File: src/rtl/multi_voice_pcm_mixer_unit_defines.svh
// Assertion macros shared by the mixer RTL.
// Each macro expands to a labelled concurrent assertion in simulation and
// to nothing in synthesis.
`ifndef MULTI_VOICE_PCM_MIXER_UNIT_DEFINES_SVH
`define MULTI_VOICE_PCM_MIXER_UNIT_DEFINES_SVH

`ifndef SYNTHESIS
// Assertion that is switched off while reset is high.
`define MVPM_ASSERT(lbl, clk, rst, prop, msg) \
   lbl: assert property (@(posedge clk) disable iff (rst) prop) else $error(msg);
// Assertion that is checked in every cycle, reset included.
`define MVPM_ASSERT_ALWAYS(lbl, clk, prop, msg) \
   lbl: assert property (@(posedge clk) prop) else $error(msg);
`else
`define MVPM_ASSERT(lbl, clk, rst, prop, msg)
`define MVPM_ASSERT_ALWAYS(lbl, clk, prop, msg)
`endif

`endif

File: src/rtl/mvpm_pkg.sv
`timescale 1ns / 1ps
`default_nettype none

package mvpm_pkg;

   // Sizing of the mixer.
   localparam int VOICES         = 4;
   localparam int SOUNDS         = 16;
   localparam int LENGTH_BITS    = 20;
   localparam int SAMPLE_BITS    = 8;
   localparam int SOUND_NUM_BITS = 5;
   localparam int SOUND_IDX_BITS = 4;
   localparam int SLOT_BITS      = 2;

   // Offset that turns an unsigned sample into a signed one and back.
   localparam logic [SAMPLE_BITS-1:0] MIX_BIAS = 8'h80;

   // Stream widths, padded to whole bytes.
   localparam int REQ_TDATA_BITS = 64;
   localparam int RSP_TDATA_BITS = 104;
   localparam int REQ_PAD_BITS   = REQ_TDATA_BITS - SOUND_NUM_BITS - LENGTH_BITS
                                   - VOICES * SAMPLE_BITS;
   localparam int RSP_PAD_BITS   = RSP_TDATA_BITS - SAMPLE_BITS - SOUND_NUM_BITS - 1
                                   - SLOT_BITS - VOICES - VOICES * LENGTH_BITS;

   // Kind of a request beat.
   typedef enum logic [1:0] {
      ACT_DEFINE = 2'd0,
      ACT_START  = 2'd1,
      ACT_TICK   = 2'd2,
      ACT_NOP    = 2'd3
   } action_type;

   // Configuration register indexes.
   typedef enum logic {
      CSR_ENGINE_READY = 1'b0,
      CSR_PLAY_ENABLE  = 1'b1
   } csr_index_type;

   // Request payload; the last field declared sits in the lowest bits.
   typedef struct packed {
      logic [REQ_PAD_BITS-1:0]                  pad;
      logic [VOICES-1:0][SAMPLE_BITS-1:0]       voice_sample;
      logic [LENGTH_BITS-1:0]                   sound_length;
      logic [SOUND_NUM_BITS-1:0]                sound_number;
   } req_data_type;

   // Result payload; the last field declared sits in the lowest bits.
   typedef struct packed {
      logic [RSP_PAD_BITS-1:0]                  pad;
      logic [VOICES-1:0][LENGTH_BITS-1:0]       voice_offset;
      logic [VOICES-1:0]                        active_mask;
      logic [SLOT_BITS-1:0]                     start_slot;
      logic                                     start_ok;
      logic [SOUND_NUM_BITS-1:0]                defined_number;
      logic [SAMPLE_BITS-1:0]                   mixed_sample;
   } rsp_data_type;

endpackage

`default_nettype wire

File: src/rtl/multi_voice_pcm_mixer_unit.sv
`timescale 1ns / 1ps
`default_nettype none
// Four-voice 8-bit unsigned PCM mixer with a table of sound lengths.
//
// The req_ stream carries one beat per operation: tuser selects define,
// start or sample tick, tdata carries the sound number, the length of a
// sound being defined and one fetched sample per voice. Every request beat
// yields exactly one rsp_ beat holding the mix, the define and start
// outcome, the active mask and each voice's next fetch offset.
// The csr_ channel writes the engine ready and play enable bits; it is
// always ready and should only be used while the block is empty.
//
// A beat passes an input register and a result register, and its result is
// presented on rsp_ from the result register; one beat per cycle is sustained
// while rsp_tready stays high.
// When rsp_tready is low the result register holds and one more
// request is still taken into the input register; only then does req_tready
// drop. Reset is synchronous: it empties both registers, frees all voices,
// clears the offsets and the sound count, clears engine ready and sets
// play enable. The length table itself is not cleared.
`include "multi_voice_pcm_mixer_unit_defines.svh"

module multi_voice_pcm_mixer_unit (
   input  wire                                  clock,
   input  wire                                  reset,
   // Request stream
   input  wire                                  req_tvalid,
   output logic                                 req_tready,
   // sound_number[4:0], sound_length[24:5], voice0..3_sample[56:25], zero pad
   input  wire  [mvpm_pkg::REQ_TDATA_BITS-1:0]  req_tdata,
   // action[1:0]
   input  wire  [1:0]                           req_tuser,
   // Result stream
   output logic                                 rsp_tvalid,
   input  wire                                  rsp_tready,
   // mixed_sample[7:0], defined_number[12:8], start_ok[13], start_slot[15:14],
   // active_mask[19:16], voice0..3_offset[99:20], zero pad
   output logic [mvpm_pkg::RSP_TDATA_BITS-1:0]  rsp_tdata,
   // Configuration writes
   input  wire                                  csr_valid,
   output logic                                 csr_ready,
   input  wire  mvpm_pkg::csr_index_type        csr_index,
   input  wire                                  csr_wdata
);
   import mvpm_pkg::*;

   // Pipeline registers and handshake.
   logic                          in_valid_ff;
   action_type                    in_action_ff;
   req_data_type                  in_data_ff;
   logic                          out_valid_ff;
   rsp_data_type                  out_ff;
   logic                          out_space;
   logic                          fire;

   // Configuration.
   logic                          engine_ready_ff;
   logic                          play_enable_ff;

   // Voice and sound state.
   logic [VOICES-1:0]             voice_active_ff;
   logic [VOICES-1:0]             voice_active_in;
   logic [LENGTH_BITS-1:0]        voice_length_ff [VOICES];
   logic [LENGTH_BITS-1:0]        voice_length_in [VOICES];
   logic [LENGTH_BITS-1:0]        voice_offset_ff [VOICES];
   logic [LENGTH_BITS-1:0]        voice_offset_in [VOICES];
   logic [LENGTH_BITS-1:0]        sound_table_ff  [SOUNDS];
   logic [SOUND_NUM_BITS-1:0]     sound_count_ff;
   logic [SOUND_NUM_BITS-1:0]     sound_count_in;

   // Datapath helpers.
   logic                          table_we;
   logic [SOUND_IDX_BITS-1:0]     table_rd_idx;
   logic [SOUND_NUM_BITS-1:0]     start_num_m1;
   logic [LENGTH_BITS-1:0]        start_length;
   logic                          slot_found;
   logic [SAMPLE_BITS-1:0]        mix_acc;
   rsp_data_type                  rsp_in;

   // The input register may be refilled whenever its beat moves on.
   assign out_space  = !out_valid_ff || rsp_tready;
   assign fire       = in_valid_ff && out_space;
   assign req_tready = !in_valid_ff || out_space;
   assign rsp_tvalid = out_valid_ff;
   assign rsp_tdata  = out_ff;
   assign csr_ready  = 1'b1;

   // Input register.
   always_ff @(posedge clock) begin
      if (reset) begin
         in_valid_ff <= 1'b0;
      end else if (req_tready) begin
         in_valid_ff <= req_tvalid;
      end
      if (req_tready) begin
         in_action_ff <= action_type'(req_tuser);
         in_data_ff   <= req_data_type'(req_tdata);
      end
   end

   // Result register.
   always_ff @(posedge clock) begin
      if (reset) begin
         out_valid_ff <= 1'b0;
      end else if (out_space) begin
         out_valid_ff <= in_valid_ff;
      end
      if (fire) begin
         out_ff <= rsp_in;
      end
   end

   // Configuration register writes.
   always_ff @(posedge clock) begin
      if (reset) begin
         engine_ready_ff <= 1'b0;
         play_enable_ff  <= 1'b1;
      end else if (csr_valid) begin
         unique case (csr_index)
            CSR_ENGINE_READY: engine_ready_ff <= csr_wdata;
            CSR_PLAY_ENABLE:  play_enable_ff  <= csr_wdata;
            default: ;
         endcase
      end
   end

   // Length lookup for a start: sound numbers count from one.
   assign start_num_m1 = in_data_ff.sound_number - SOUND_NUM_BITS'(1);
   assign table_rd_idx = start_num_m1[SOUND_IDX_BITS-1:0];
   assign start_length = sound_table_ff[table_rd_idx];

   // Next voice state and the result for the beat in the input register.
   always_comb begin
      voice_active_in = voice_active_ff;
      voice_length_in = voice_length_ff;
      voice_offset_in = voice_offset_ff;
      sound_count_in  = sound_count_ff;
      table_we        = 1'b0;
      slot_found      = 1'b0;
      mix_acc         = '0;
      rsp_in          = '0;
      rsp_in.mixed_sample = MIX_BIAS;

      unique case (in_action_ff)
         ACT_DEFINE: begin
            if (engine_ready_ff && (sound_count_ff < SOUND_NUM_BITS'(SOUNDS))) begin
               table_we              = 1'b1;
               sound_count_in        = sound_count_ff + SOUND_NUM_BITS'(1);
               rsp_in.defined_number = sound_count_in;
            end
         end
         ACT_START: begin
            if (engine_ready_ff && play_enable_ff
                && (in_data_ff.sound_number != '0)
                && (in_data_ff.sound_number <= sound_count_ff)) begin
               // The lowest free slot takes the sound.
               for (int v = 0; v < VOICES; v++) begin
                  if (!slot_found && !voice_active_ff[v]) begin
                     slot_found         = 1'b1;
                     voice_active_in[v] = 1'b1;
                     voice_length_in[v] = start_length;
                     voice_offset_in[v] = '0;
                     rsp_in.start_slot  = SLOT_BITS'(v);
                  end
               end
               rsp_in.start_ok = slot_found;
            end
         end
         ACT_TICK: begin
            // Each playing voice with samples left adds its signed sample and steps on; the
            // sum wraps at eight bits.
            for (int v = 0; v < VOICES; v++) begin
               if (voice_active_ff[v]) begin
                  if (voice_offset_ff[v] < voice_length_ff[v]) begin
                     mix_acc = mix_acc + (in_data_ff.voice_sample[v] ^ MIX_BIAS);
                     voice_offset_in[v] = voice_offset_ff[v] + LENGTH_BITS'(1);
                  end
                  if (voice_offset_in[v] >= voice_length_ff[v]) begin
                     voice_active_in[v] = 1'b0;
                  end
               end
            end
            rsp_in.mixed_sample = mix_acc ^ MIX_BIAS;
         end
         ACT_NOP: ;
         default: ;
      endcase

      rsp_in.active_mask = voice_active_in;
      for (int v = 0; v < VOICES; v++) begin
         rsp_in.voice_offset[v] = voice_offset_in[v];
      end
   end

   // Voice state and sound count.
   always_ff @(posedge clock) begin
      if (reset) begin
         voice_active_ff <= '0;
         sound_count_ff  <= '0;
         for (int v = 0; v < VOICES; v++) begin
            voice_length_ff[v] <= '0;
            voice_offset_ff[v] <= '0;
         end
      end else if (fire) begin
         voice_active_ff <= voice_active_in;
         sound_count_ff  <= sound_count_in;
         voice_length_ff <= voice_length_in;
         voice_offset_ff <= voice_offset_in;
      end
   end

   // Sound length table, rounded down to a multiple of four samples.
   always_ff @(posedge clock) begin
      if (fire && table_we) begin
         sound_table_ff[sound_count_ff[SOUND_IDX_BITS-1:0]] <=
            in_data_ff.sound_length & ~LENGTH_BITS'(3);
      end
   end

   // Checks on the pipeline and the allocation logic.
   `MVPM_ASSERT(a_count_in_range, clock, reset,
      sound_count_ff <= SOUND_NUM_BITS'(SOUNDS), "sound count beyond table size")
   `MVPM_ASSERT(a_start_slot_active, clock, reset,
      (out_valid_ff && out_ff.start_ok) |-> out_ff.active_mask[out_ff.start_slot],
      "granted start slot not shown active")
   `MVPM_ASSERT(a_define_matches_count, clock, reset,
      (out_valid_ff && (out_ff.defined_number != '0))
         |-> (sound_count_ff == out_ff.defined_number),
      "defined number differs from sound count")
   `MVPM_ASSERT_ALWAYS(a_stall_only_when_full, clock,
      !req_tready |-> (in_valid_ff && out_valid_ff && !rsp_tready),
      "request stalled while a register was free")

endmodule

`default_nettype wire

File: config.mk
export PLATFORM = sky130hd
export DESIGN_NAME = multi_voice_pcm_mixer_unit
export DESIGN_NICKNAME = d
export VERILOG_FILES = /design/src/rtl/mvpm_pkg.sv /design/src/rtl/multi_voice_pcm_mixer_unit.sv
export VERILOG_INCLUDE_DIRS = /design/src /design/src/rtl
export SDC_FILE = /design/constraint.sdc
export NUM_CORES = 1
export LEC_CHECK = 0
export BUFFER_PORTS_ARGS = -buffer_cell sky130_fd_sc_hd__buf_4
export CAP_MARGIN = 10
export CORE_UTILIZATION = 40
export DETAILED_ROUTE_END_ITERATION = 10
export GPL_ROUTABILITY_DRIVEN = 0
export HOLD_SLACK_MARGIN = 0.05
export PLACE_DENSITY = 0.54
export SYNTH_ARGS = -nofsm -noshare
export SYNTH_HDL_FRONTEND = slang
export SYNTH_SLANG_ARGS = --single-unit
File: constraint.sdc
create_clock -name clock -period 5.88 [get_ports clock]
set_clock_uncertainty 0.05 [all_clocks]
set_input_delay 0.588 -clock clock [delete_from_list [all_inputs] [get_ports clock]]
set_output_delay 0.588 -clock clock [all_outputs]
set_load 0.1 [all_outputs]
== Yosys cells after proc, flatten, opt, wreduce, memory -nomap -nowiden ==
Memories as Yosys holds them, arrays and structs flattened.
Cells that the tools add are included.
Word-level totals
  flip-flop bits (word level): 332
  RAM bits: 288
  input bits: 73
  output and inout bits: 107
  word-level logic and storage cells: 153
  memories: 1
Memory list
  sound_table_ff: words 16, width 18, read ports 1, clocked after memory_dff 0, wr ports 1, RTL line multi_voice_pcm_mixer_unit.sv:67  | logic [LENGTH_BITS-1:0] sound_table_ff [SOUNDS];
Operators by class
  add/sub/neg operators: 9
  magnitude comparators: 10
  equal/unequal tests: 2
  multiplexer cells: 64
  bitwise gates (word level): 7
  reduce and logical (&&, ||, !) cells: 30
Operator list (count)
  two-way mux 20 bit: 20
  case mux 80 bit (2 select lines): 1
  two-way mux 8 bit: 12
  adder 20 x 1 -> 20 bit, second input constant: 4
  >= comparator 20 bit: 4
  less-than comparator 20 bit: 4
  two-way mux 80 bit: 1
  two-way mux 1 bit: 26
  adder 8 bit: 3
  AND reduction 4 bit: 4
  logical AND 1 bit: 9
  zero test 1 bit: 8
  case mux 4 bit (2 select lines): 1
  AND reduction 2 bit: 4
  NOT 1 bit: 7
  adder 5 x 1 -> 5 bit, second input constant: 1
  <= comparator 5 bit: 1
  less-than comparator 5 bit, second input constant: 1
  nonzero test 5 bit: 1
  two-way mux 2 bit: 2
  two-way mux 4 bit: 1
  subtractor 4 x 1 -> 4 bit, second input constant: 1
  AND reduction 3 bit: 1
  == test 2 x 1 -> 1 bit, second input constant: 1
  3 further kinds: 4

== Longest topological paths before layout ==
Gate-level depths: netlist of run 1.
  depth after elaboration: 20
  depth in mapped cells: 30

== Least setup slack after synthesis of run 1 ==
OpenSTA, ideal clock, no wires.
  kind: register to register
  from: register voice_offset_ff[79] in the netlist's numbering
  to: register out_ff, in the netlist rsp_tdata[7] (data pin)
  arrival: 5.305 ns
  data required time: 5.563 ns
  setup slack: 0.259 ns
  cell stages (with the launch flop): 30
  buffers on the path: 2
  period minus slack after synthesis: 5.621 ns
  path through: dfxtp_1 > ha_1 > a21oi_1 > o21ai_0 > or2_2 > nor4_1 > or2_2 > clkbuf_1 > buf_2 > and2_1 > ha_1 > a21o_1 > a21oi_1 > xnor2_1 > nor3_1 > a31o_2 > ha_1 > nand3_1 > o211ai_1 > nor2_1 > xnor2_1 > nand2_1 > nand2_1 > ha_1 > a21o_1 > a21oi_1 > xnor2_1 > nor2_1 > xnor3_1 > nand2_1
Between the ends
  longest elaborated chain between the ends: 17
RTL lines
  start, declared: RTL line multi_voice_pcm_mixer_unit.sv:65  | logic [LENGTH_BITS-1:0] voice_offset_ff [VOICES];
  start signal, assigned: RTL line multi_voice_pcm_mixer_unit.sv:208  | voice_offset_ff <= voice_offset_in;
  less-than comparator 20 bit (*): RTL line multi_voice_pcm_mixer_unit.sv:174  | if (voice_offset_ff[v] < voice_length_ff[v]) begin
  two-way mux 8 bit (*): RTL line multi_voice_pcm_mixer_unit.sv:174
  two-way mux 8 bit (*): RTL line multi_voice_pcm_mixer_unit.sv:173  | if (voice_active_ff[v]) begin
  two-way mux 8 bit (*): RTL line multi_voice_pcm_mixer_unit.sv:144  | unique case (in_action_ff)
  adder 8 bit: RTL line multi_voice_pcm_mixer_unit.sv:175  | mix_acc = mix_acc + (in_data_ff.voice_sample[v] ^ MIX_BIAS);
  two-way mux 8 bit: RTL line multi_voice_pcm_mixer_unit.sv:174
  two-way mux 8 bit (*): RTL line multi_voice_pcm_mixer_unit.sv:173
  two-way mux 8 bit (*): RTL line multi_voice_pcm_mixer_unit.sv:144
  adder 8 bit: RTL line multi_voice_pcm_mixer_unit.sv:175
  two-way mux 8 bit: RTL line multi_voice_pcm_mixer_unit.sv:174
  two-way mux 8 bit (*): RTL line multi_voice_pcm_mixer_unit.sv:173
  two-way mux 8 bit (*): RTL line multi_voice_pcm_mixer_unit.sv:144
  adder 8 bit: RTL line multi_voice_pcm_mixer_unit.sv:175
  two-way mux 8 bit: RTL line multi_voice_pcm_mixer_unit.sv:174
  two-way mux 8 bit (*): RTL line multi_voice_pcm_mixer_unit.sv:173
  two-way mux 8 bit (*): RTL line multi_voice_pcm_mixer_unit.sv:144
  NOT 1 bit (no source line) (*)
  end signal, assigned: RTL line multi_voice_pcm_mixer_unit.sv:109  | out_ff <= rsp_in;
  end, declared: RTL line multi_voice_pcm_mixer_unit.sv:52  | rsp_data_type out_ff;
Mark *: on every way between the ends. The rest lies on a longest branch, timed or not. The select of a mux whose other input is x is not followed.
A chain may end at the register's enable or synchronous reset.

== Worst setup path in the final report of run 1 ==
  from: register voice_length_ff[79] in the netlist's numbering
  to: register out_ff, in the netlist rsp_tdata[7] (data pin)
Between the ends
  longest elaborated chain between the ends: 17
RTL lines
  start, declared: RTL line multi_voice_pcm_mixer_unit.sv:63  | logic [LENGTH_BITS-1:0] voice_length_ff [VOICES];
  start signal, assigned: RTL line multi_voice_pcm_mixer_unit.sv:207  | voice_length_ff <= voice_length_in;
  less-than comparator 20 bit (*): RTL line multi_voice_pcm_mixer_unit.sv:174
  two-way mux 8 bit (*): RTL line multi_voice_pcm_mixer_unit.sv:174
  two-way mux 8 bit (*): RTL line multi_voice_pcm_mixer_unit.sv:173
  two-way mux 8 bit (*): RTL line multi_voice_pcm_mixer_unit.sv:144
  adder 8 bit: RTL line multi_voice_pcm_mixer_unit.sv:175
  two-way mux 8 bit: RTL line multi_voice_pcm_mixer_unit.sv:174
  two-way mux 8 bit (*): RTL line multi_voice_pcm_mixer_unit.sv:173
  two-way mux 8 bit (*): RTL line multi_voice_pcm_mixer_unit.sv:144
  adder 8 bit: RTL line multi_voice_pcm_mixer_unit.sv:175
  two-way mux 8 bit: RTL line multi_voice_pcm_mixer_unit.sv:174
  two-way mux 8 bit (*): RTL line multi_voice_pcm_mixer_unit.sv:173
  two-way mux 8 bit (*): RTL line multi_voice_pcm_mixer_unit.sv:144
  adder 8 bit: RTL line multi_voice_pcm_mixer_unit.sv:175
  two-way mux 8 bit: RTL line multi_voice_pcm_mixer_unit.sv:174
  two-way mux 8 bit (*): RTL line multi_voice_pcm_mixer_unit.sv:173
  two-way mux 8 bit (*): RTL line multi_voice_pcm_mixer_unit.sv:144
  NOT 1 bit (no source line) (*)
Marks and branches as above.

==> summary.txt, run 1 <==
CTS
  – H-tree depth: 3
  – Root buffer cell: clkbuf_16
  – CTS tree: done
  – CTS Buf Count: between 70 and 80
  – Clock tree buffer depth: 3
  – Clock Latency Late Sink: between 0.6 and 0.7 ns
  – Sink Count: 610
  – Clock transition at the registers of the reported paths: ~0.06 ns

Timing
  – Final period util: 0.961
  – Setup TNS: 0 ns
  – Rel. slew slack: 0.298
  – FMAX: between 150 and 200 MHz
  – Final Slew Violations: 0
  – Worst Tran Pin Value: approximately 1.1 ns
  – Setup violations, final: 0
  – Hold violation total from the final report: 0
  – Shortest period the worst path allows: 5.65 ns

Setup path
  – Critical path's slowest cell: ha_1
  – Startpoint Class: flip-flop
  – Arr. time, crit path: roughly 5.9 ns
  – CP max FO: 13
  – Setup crit end kind: flip-flop
  – Slowest stage delay, CP: roughly 0.35 ns
  – Crit Path Category: reg -> reg
  – CP Buf/Inv Count: 3
  – Required @ worst endpoint: 6.15 ns
  – CP delay by family, top: simple AND/OR/NAND/NOR gates
  – Crit path top cell by count: ha_1

Routing
  – Final wirelength: between 90000 and 100000 um
  – First-iteration detailed-routing DRC count: 2144
  – DRT Pass-1 Iters: 6
  – Drt drc: 0
  – Vias per cell: 5.82
  – ANT nets after route: 0
  – Wire per inst: 23.9 um
  – Detailed-route via count: about 23k

Power and ir drop
  – PwrDens: 280 nW/um2
  – Max VDD drop: ~0.23 mV
  – Internal power: about 7.6 mW
  – Clock power frac: 0.449
  – Psw: ~2.6 mW
  – Reg power frac: 0.461
  – LEAKAGE: roughly 13 nW
  – Combinational Power Share: 0.089
  – Switching share of power: 0.258

Place
  – Placed insts: approximately 3.8k
  – Placed Area: approximately 34000 um2
  – Number of I/O port buffers: 165
  – DP Wirelength: ~63000 um

Synthesis
  – Synth Warn #: 0
  – Yosys top cell area share: 0.433
  – EDFF count, synth: 445
  – Most used flip-flop cell after synthesis: edfxtp_1
  – Mapped Avg Cell Area: approximately 12 um2
  – Synth area leaders: edfxtp_1 43%, dfxtp_1 11%, ha_1 7.2%, mux4_2 6.6%, a21oi_1 2.7%
  – Post-synth ARST share: 0
  – Synthesized cell area: about 31000 um2
  – Syn Inst Count: roughly 2.6k
  – Synth unique cells: 82
  – Synth area leader: edfxtp_1
  – Register area share after synthesis: 0.539
  – Register bit total from synthesis: slightly above 600

Die
  – Die area: ~78000 um2
  – Core area: about 76000 um2
  – Io pins: 180
  – Die Wd: about 280 um
  – Initial Util: 0.405
  – Num rows: ~100
  – Die Span Y: about 280 um

Global routing
  – First-pass GRT wire length: about 140000 um
  – Initial antenna violation count: 2
  – Largest net degree at the start of global routing: 65
  – GRT Util Overall: 0.237
  – Grt total ovfl: 0
  – Vias in the first global route: 22.5k

Final layout
  – Finished Cell Area: about 37000 um2
  – Layout cells sized above 1: 0.202
  – Nets: slightly above 3k
  – Post-route insts no fill: a little under 4k
  – Synthesis-to-finish area growth: 18.6%

Job
  – Max cap viols: 0

Status
  – Status: finished clean

Hold path
  – Hold crit path type: in -> reg
power by group through the flow:
stage | Sequential, mW | Combinational (mW) | Clock (mW)
CTS | 4.73 | 0.914 | 4.69
global placement | 4.82 | 0.903 | 0
detailed placement | 4.82 | 0.907 | 0
global route | 4.74 | 0.952 | 4.86
floorplan | 5.03 | 0.360 | 0
finish | 4.73 | 0.917 | 4.61
cell usage in the layout, fill, tap and decap left out, drive strengths merged, types with 29 or more instances in the layout:
cell type,instances
buf,286
clkinv,29
edfxtp,445
a22o,30
mux4,90
a31oi,43
nand4,40
clkbuf,86
and3,32
dfxtp,165
nor3,46
o21ai,126
a21oi,166
xor2,30
inv,125
ha,179
nand3,74
nand2,215
a21o,41
mux2i,63
xnor2,65
nor2,182
registers in the layout (all words and copies together), names as in the netlist:
name / count
in_action_ff: 2
rsp_tdata: 100
voice_length_ff: 72
in_data_ff: 55
in_valid_ff: 1
voice_active_ff: 4
voice_offset_ff: 80
sound_table_ff: 288
engine_ready_ff: 1
play_enable_ff: 1
sound_count_ff: 5
rsp_tvalid: 1
path summary, 6_finish.rpt:
check	from	end	slack, ns	depth (start not counted)
worst max-delay path	voice_length_ff[79]	rsp_tdata[7]	0.23	29
worst min-delay path	req_tdata[19]	in_data_ff[19]	0.08	1
worst max register to register	voice_length_ff[79]	rsp_tdata[7]	0.23	29
worst min register to register	voice_length_ff[78]	voice_length_ff[78]	0.40	2
final cells by class:
| class | instances | area (um2) |
|---|---|---|
| fillers | 6807 | 39600 |
| flip-flops and latches | 610 | 16700 |
| multi-input cells | 1742 | 13500 |
| repair buffers | 294 | 2230 |
| clock buffers | 86 | 1870 |
| well taps | 1030 | 1290 |
| clock inverters | 46 | 606 |
| inverters | 121 | 459 |
| diodes | 2 | 5.00 |
cell families after synthesis:
logic type	Yosys count	share of synthesized area
buf+inv	274	0.0353
mux	160	0.0886
simple gates	719	0.113
flops	610	0.539
xor+xnor	96	0.0277
compound gates	580	0.121
fa+ha+maj	182	0.0744
other cells	2	0.000243
metal layers:
layer | part of all wire | track usage | vias up | wire [um]
met1 | 0.42 | 0.309 | 11330 | 39300
li1 | - | - | 10381 | -
met4 | 0.036 | 0.0901 | 0 | 3370
met2 | 0.48 | 0.398 | 944 | 45300
met5 | 0 | 0 | - | 0
met3 | 0.061 | 0.0332 | 219 | 5760
Yosys cell counts, types with 22 or more instances:
| library cell | number |
|---|---|
| mux4_2 | 90 |
| nor2_1 | 182 |
| buf_2 | 22 |
| xor2_1 | 30 |
| nand3_1 | 74 |
| dfxtp_1 | 165 |
| a21oi_1 | 166 |
| a21o_1 | 41 |
| a211oi_1 | 24 |
| a22o_1 | 30 |
| a31oi_1 | 43 |
| ha_1 | 179 |
| nand2_1 | 215 |
| o21ai_0 | 123 |
| xnor2_1 | 65 |
| nor3_1 | 41 |
| and3_1 | 32 |
| inv_1 | 119 |
| nand4_1 | 40 |
| edfxtp_1 | 445 |
| clkbuf_1 | 110 |
| o31ai_1 | 25 |
| mux2i_1 | 63 |
per-stage QoR:
stage	power, mW	setup slack, ns	util	hold slack (ns)
finish	10.3	0.227	0.481	0.0818
global route	10.5	-0.0422	0.481	0.0560
CTS	10.3	0.000338	0.479	0.0523
detailed placement	5.73	-0.331	0.444	0.397
global placement	5.72	-0.211	0.444	0.396
floorplan	5.39	0.259	-	0.382
what timing repair did:
item / in CTS / in global routing
buffers inserted: 0 / 3
pin swaps: 3 / 23
endpoints found under the hold margin: 8 / 0
hold buffers: 8 / 0
setup endpoints to repair: 1 / 1
resized for setup: 10 / 33
Note: power is estimated with default switching activity, not from simulation.
==> run 2: changes to the inputs <==
Settings changed: PLACE_DENSITY 0.54 to 0.52.
Clock period 5.88 ns to 5.85 ns, I/O delays scaled along.
==> run 2 against run 1 <==
  * Hold slack better by 0.0024 ns
  * First-iteration DRC count fell by 17%
  * Design area up 0.67%
  * Power is 1.8% higher
==> summary.txt, run 2 (same netlist as run 1, synthesis figures left out) <==
Timing
  – Setup violations, final: 0 (unchanged)
  – Final period util: 0.964 (+0.00239)
  – Final Slew Violations: 0 (unchanged)
  – RSZ-0062 raised after global routing: true
  – Worst Tran Pin Value: 1.17 ns (+0.113 ns)
  – Final setup margin: 0.212 ns (-0.0152 ns)
  – Shortest period the worst path allows: 5.64 ns (-0.0148 ns)
  – Rel. slew slack: 0.216 (-0.0824)
  – Setup TNS: 0 ns (unchanged)
  – FMAX: 177 MHz (+0.26%)
  – Hold violation total from the final report: 0 (unchanged)

CTS
  – Clock tree buffer depth: 3 (unchanged)
  – H-tree depth: 3 (unchanged)
  – Root buffer cell: clkbuf_16
  – Clock Latency Late Sink: 0.66 ns (+0.02 ns)
  – CTS tree: done
  – CTS Buf Count: 71 (-1.4%)
  – Clock transition at the registers of the reported paths: 0.06 ns (about the same)
  – Sink Count: 610 (unchanged)

Final layout
  – Nets: 3116 (+0.65%)
  – Max FFs per register: 288 (unchanged)
  – Layout cells sized above 1: 0.204 (+0.00266)
  – Final Core Density: 0.484 (+0.00320)
  – Commonest non-fill, non-tap cells in the layout: 445 x edfxtp_1, 296 x buf_4, 213 x nand2_1
  – Leading cell type in the layout, fill and taps excluded: edfxtp_1
  – N_diodes: 0 (-2)
  – Synthesis-to-finish area growth: 19.4%
  – Post-route insts no fill: 3950 (+0.48%)

Routing
  – DRT Pass-1 Iters: 7 (+1)
  – Drt drc: 0 (unchanged)
  – Detailed-route via count: 22.5k (-1.6%)
  – Vias per cell: 5.70 (-2.1%)
  – First-iteration detailed-routing DRC count: 1771 (-17%)
  – Final wirelength: 92400 um (-1.5%)
  – Wire per inst: 23.4 um (-1.9%)
  – ANT nets after route: 0 (unchanged)

Die
  – Core area: 76200 um2 (unchanged)
  – Die Wd: 280 um (unchanged)
  – Die area: 78300 um2 (unchanged)
  – Die Span Y: 280 um (unchanged)
  – Num rows: 101 (unchanged)
  – Initial Util: 0.405 (unchanged)
  – Io pins: 180 (unchanged)

Power and ir drop
  – Internal power: 7.81 mW (+2.7%)
  – Psw: 2.63 mW (-0.76%)
  – Clock power frac: 0.457 (+0.008)
  – Reg power frac: 0.456 (-0.005)
  – LEAKAGE: 13.4 nW (+1.0%)
  – Combinational Power Share: 0.088 (about the same)
  – PwrDens: 283 nW/um2 (+1.1%)
  – Switching share of power: 0.252 (-0.00647)
  – Max VDD drop: 0.242 mV (+7.3%)

Setup path
  – CP delay by family, top: compound AO/OA/AOI/OAI gates
  – Slowest stage delay, CP: 0.43 ns (+0.08 ns)
  – Required @ worst endpoint: 6.14 ns (about the same)
  – Setup crit end kind: flip-flop
  – Critical path's slowest cell: o31ai_4
  – Levels on crit path: 28 (-3.4%)
  – Reg-to-reg slack, setup: 0.21 ns (-0.02 ns)
  – Arr. time, crit path: 5.93 ns (about the same)
  – Crit Path Category: reg -> reg
  – Worst R2R End: rsp_tdata[7]
  – Startpoint Class: flip-flop
  – CP max FO: 5 (-8)
  – Reg-to-reg startpoint: voice_length_ff[70]
  – CP Buf/Inv Count: 1 (-2)
  – Crit path top cell by count: ha_4
  – Worst R2R Path Depth: 28 (-3.4%)

Global routing
  – GRT Util Overall: 0.234 (-0.00270)
  – First-pass GRT wire length: 138000 um (-0.33%)
  – Largest net degree at the start of global routing: 76 (+17%)
  – Vias in the first global route: 22.3k (-0.95%)
  – Initial antenna violation count: 3 (+1)
  – Grt total ovfl: 0 (unchanged)

Status
  – Status: finished clean

Hold path
  – Hold crit path type: in -> reg
  – Worst hold path depth: 1 (unchanged)
  – WHS Endpoint: in_action_ff[0]
  – Hold Crit Start: req_tuser[0]

Place
  – DP Wirelength: 63100 um (+0.61%)
  – Placed insts: 3795 (+0.26%)
  – Place WS: -0.299 ns (+0.0321 ns)
  – Number of I/O port buffers: 165 (unchanged)

Job
  – Max cap viols: 0 (unchanged)
run 2: worst max-delay path by stage:
stage / end / from / slack (ns)
global route: rsp_tdata[7] / voice_length_ff[70] / -0.07
finish: rsp_tdata[7] / voice_length_ff[70] / 0.21
floorplan: rsp_tdata[7] / voice_offset_ff[79] / 0.23
detailed placement: rsp_tdata[7] / voice_length_ff[70] / -0.30
CTS: rsp_tdata[7] / voice_length_ff[75] / 0.01
global placement: rsp_tdata[7] / voice_length_ff[71] / -0.23
run 2: power by group through the flow:
| stage | logic, mW | clock network [mW] | registers, mW |
|---|---|---|---|
| 5_1_grt | 0.953 | 5.05 | 4.76 |
| 3_5_place_dp | 0.904 | 0 | 4.85 |
| 4_1_cts | 0.915 | 4.89 | 4.76 |
| 6_report | 0.915 | 4.77 | 4.76 |
| 2_1_floorplan | 0.362 | 0 | 5.06 |
| 3_3_place_gp | 0.898 | 0 | 4.84 |
run 2: timing repair:
| action | in CTS | in global routing |
|---|---|---|
| resized for setup | 12 | 29 |
| hold endpoints to repair | 17 | 0 |
| pin swaps | 3 | 22 |
| hold buffers | 17 | 0 |
| setup buffers | 0 | 4 |
| setup endpoints to repair | 1 | 1 |
run 2: routing by layer:
metal  wire, um  up-vias  GRT usage
met5         41        -          0
met2      44700      740      0.390
met3       5500      159     0.0334
met1      39400    11198      0.313
li1           -    10408          -
met4       2720        6     0.0775
run 2: layout make-up:
class                      count  area [um2]
sequential                   610       16700
tap                         1030        1290
fill                        6758       39300
inverter                     121         459
timing repair buffer         315        2410
multi-input combinational   1742       13500
clock buffer                  89        1910
clock inverter                43         661
run 2: stage by stage:
step	instance area [um2]	hold WS (ns)	power, mW
6_report	36900	0.0842	10.4
5_1_grt	36900	0.0697	10.8
4_1_cts	36700	0.0551	10.6
3_5_place_dp	33900	0.397	5.75
3_3_place_gp	33900	0.396	5.74
2_1_floorplan	30900	0.382	5.42
==> run 3: changes to the inputs <==
Settings changed: PLACE_DENSITY 0.52 to unset.
==> run 3 against run 2 <==
  * Design area is 0.69% lower
  * Register-to-register slack better by 0.04 ns
  * Hold slack lost 0.014 ns
  * Global-route usage fell by 0.39 points
  * Clock power down 16%
  * Count of clock-buffer cells in the layout fell by 9
  * Critical path depth is 1 higher
  * Via count rose by 1.2%
  * Critical endpoint unchanged
==> summary.txt, run 3 (same netlist as run 1, synthesis figures left out) <==
Setup path
  – Crit Path Category: reg -> reg
  – CP max FO: 5 (unchanged)
  – Arr. time, crit path: 5.90 ns (-0.03 ns)
  – Required @ worst endpoint: 6.16 ns (+0.02 ns)
  – Slowest stage delay, CP: 0.35 ns (-0.08 ns)
  – Startpoint Class: flip-flop
  – Critical path's slowest cell: fa_2
  – Setup crit end kind: flip-flop

Final layout
  – Finished Cell Area: 36600 um2 (-0.69%)
  – Filler cells: 6740 (-0.27%)
  – Synthesis-to-finish area growth: 18.6%
  – Post-route insts no fill: 3954 (+0.10%)
  – Commonest non-fill, non-tap cells in the layout: 445 x edfxtp_1, 285 x buf_4, 213 x nand2_1
  – N_diodes: 0 (unchanged)
  – Leading cell type in the layout, fill and taps excluded: edfxtp_1
  – Max FFs per register: 288 (unchanged)
  – Layout cells sized above 1: 0.190 (-0.0140)
  – Final Core Density: 0.481 (-0.00335)
  – Nets: 3129 (+0.42%)

Routing
  – Detailed-route via count: 22.8k (+1.2%)
  – Metal3 WL: 5980 um (+8.7%)
  – Met2 Wirelength: 44500 um (-0.51%)
  – First-iteration detailed-routing DRC count: 2067 (+17%)
  – Drt drc: 0 (unchanged)
  – DRT Pass-1 Iters: 6 (-1)
  – Final wirelength: 91500 um (-0.90%)
  – Vias per cell: 5.76 (+1.1%)
  – DR top layer: met5
  – Wire per inst: 23.2 um (-1.0%)
  – ANT nets after route: 0 (unchanged)
  – Met1 WL: 37400 um (-5.2%)

Global routing
  – GRT Util Overall: 0.230 (-0.00393)
  – Initial antenna violation count: 1 (-2)
  – Vias in the first global route: 22.7k (+1.9%)
  – Largest net degree at the start of global routing: 74 (-2.6%)
  – First-pass GRT wire length: 137000 um (-0.83%)
  – Grt total ovfl: 0 (unchanged)

CTS
  – Clock transition at the registers of the reported paths: 0.06 ns (about the same)
  – Clock Latency Late Sink: 0.67 ns (about the same)
  – Root buffer cell: clkbuf_16
  – H-tree depth: 2 (-1)
  – CTS tree: done
  – CTS Buf Count: 61 (-14%)
  – Clock tree buffer depth: 3 (unchanged)
  – Sink Count: 610 (unchanged)

Timing
  – Worst Tran Pin Value: 1.13 ns (-0.0406 ns)
  – Final period util: 0.957 (-0.00675)
  – Shortest period the worst path allows: 5.60 ns (-0.0395 ns)
  – Rel. slew slack: 0.247 (+0.0314)
  – Hold violation total from the final report: 0 (unchanged)
  – Final Slew Violations: 0 (unchanged)
  – FMAX: 179 MHz (+0.70%)
  – Setup violations, final: 0 (unchanged)

Hold path
  – Hold crit path type: in -> reg

Place
  – DP Wirelength: 62000 um (-1.7%)
  – Placed insts: 3786 (-0.24%)
  – Number of I/O port buffers: 165 (unchanged)
  – Placed Area: 33800 um2 (-0.27%)

Power and ir drop
  – LEAKAGE: 13.3 nW (-0.91%)
  – Overall power: 9.73 mW (-6.8%)
  – PwrDens: 266 nW/um2 (-6.2%)
  – Max VDD drop: 0.315 mV (+30%)

Status
  – Status: finished clean

Die
  – Die Wd: 280 um (unchanged)
  – Core area: 76200 um2 (unchanged)
  – Num rows: 101 (unchanged)
  – Io pins: 180 (unchanged)
  – Die area: 78300 um2 (unchanged)
  – Die Span Y: 280 um (unchanged)
  – Initial Util: 0.405 (unchanged)

Job
  – Max cap viols: 0 (unchanged)
run 3: changes by cell type in the layout (fill, tap and decap cells not counted), moves of 5 or more:
| cell | previous run | this run |
|---|---|---|
| a21oi_1 | 159 | 153 |
| a21oi_2 | 7 | 12 |
| buf_4 | 296 | 285 |
| clkbuf_16 | 71 | 63 |
| clkbuf_8 | 7 | 0 |
| dlygate4sd3_1 | 17 | 52 |
| nor2_1 | 169 | 180 |
| nor2_2 | 8 | 1 |
run 3: final cells by class:
class                      instances  area, um2  share of cell area
multi-input combinational       1742      13500               0.368
timing repair buffer             338       2680              0.0732
inverter                         121        459              0.0125
tap                             1030       1290              0.0352
sequential                       610      16700               0.455
clock inverter                    33        427              0.0116
clock buffer                      80       1650              0.0450
run 3: worst max-delay path: cells and delay by family (launching register included):
family	cells	cell delay (ns)
xor+xnor	4	0.65
buf+inv	1	0.07
flops	1	0.33
simple gates	11	1.35
fa+ha+maj	5	1.37
compound gates	8	1.51
run 3: path summary, 6_finish.rpt:
check / from / end / slack (ns) / cells after the start
min reg2reg: voice_length_ff[64] / voice_length_ff[64] / 0.41 / 2
min: req_tdata[53] / in_data_ff[53] / 0.07 / 1
max reg2reg: voice_length_ff[74] / rsp_tdata[7] / 0.25 / 29
max: voice_length_ff[74] / rsp_tdata[7] / 0.25 / 29
run 3: where the power goes:
group / internal [mW] / switching, mW / total (mW)
Clock: 2.31 / 1.72 / 4.03
Sequential: 4.70 / 0.0616 / 4.76
Combinational: 0.272 / 0.664 / 0.937
Total: 7.28 / 2.45 / 9.73
run 3: metal layers:
layer	up-vias	track usage
met5	-	0
met4	2	0.0933
met3	220	0.0304
met2	973	0.390
met1	11169	0.297
li1	10428	-
run 3: timing repair:
action	in CTS	in global routing
pin swaps	6	16
setup endpoints to repair	1	2
hold buffers	52	0
gates resized for setup	14	29
buffers inserted	0	3
endpoints found under the hold margin	52	0
run 3: stage by stage:
| step | setup WS (ns) | setup TNS, ns | hold slack, ns |
|---|---|---|---|
| after global routing | -0.0480 | -0.0873 | 0.0518 |
| after detailed placement | -0.324 | -0.324 | 0.398 |
| after floorplan | 0.229 | 0 | 0.382 |
| after global placement | -0.228 | -0.228 | 0.397 |
| after CTS | 0.0170 | 0 | 0.0501 |
| final | 0.251 | 0 | 0.0703 |
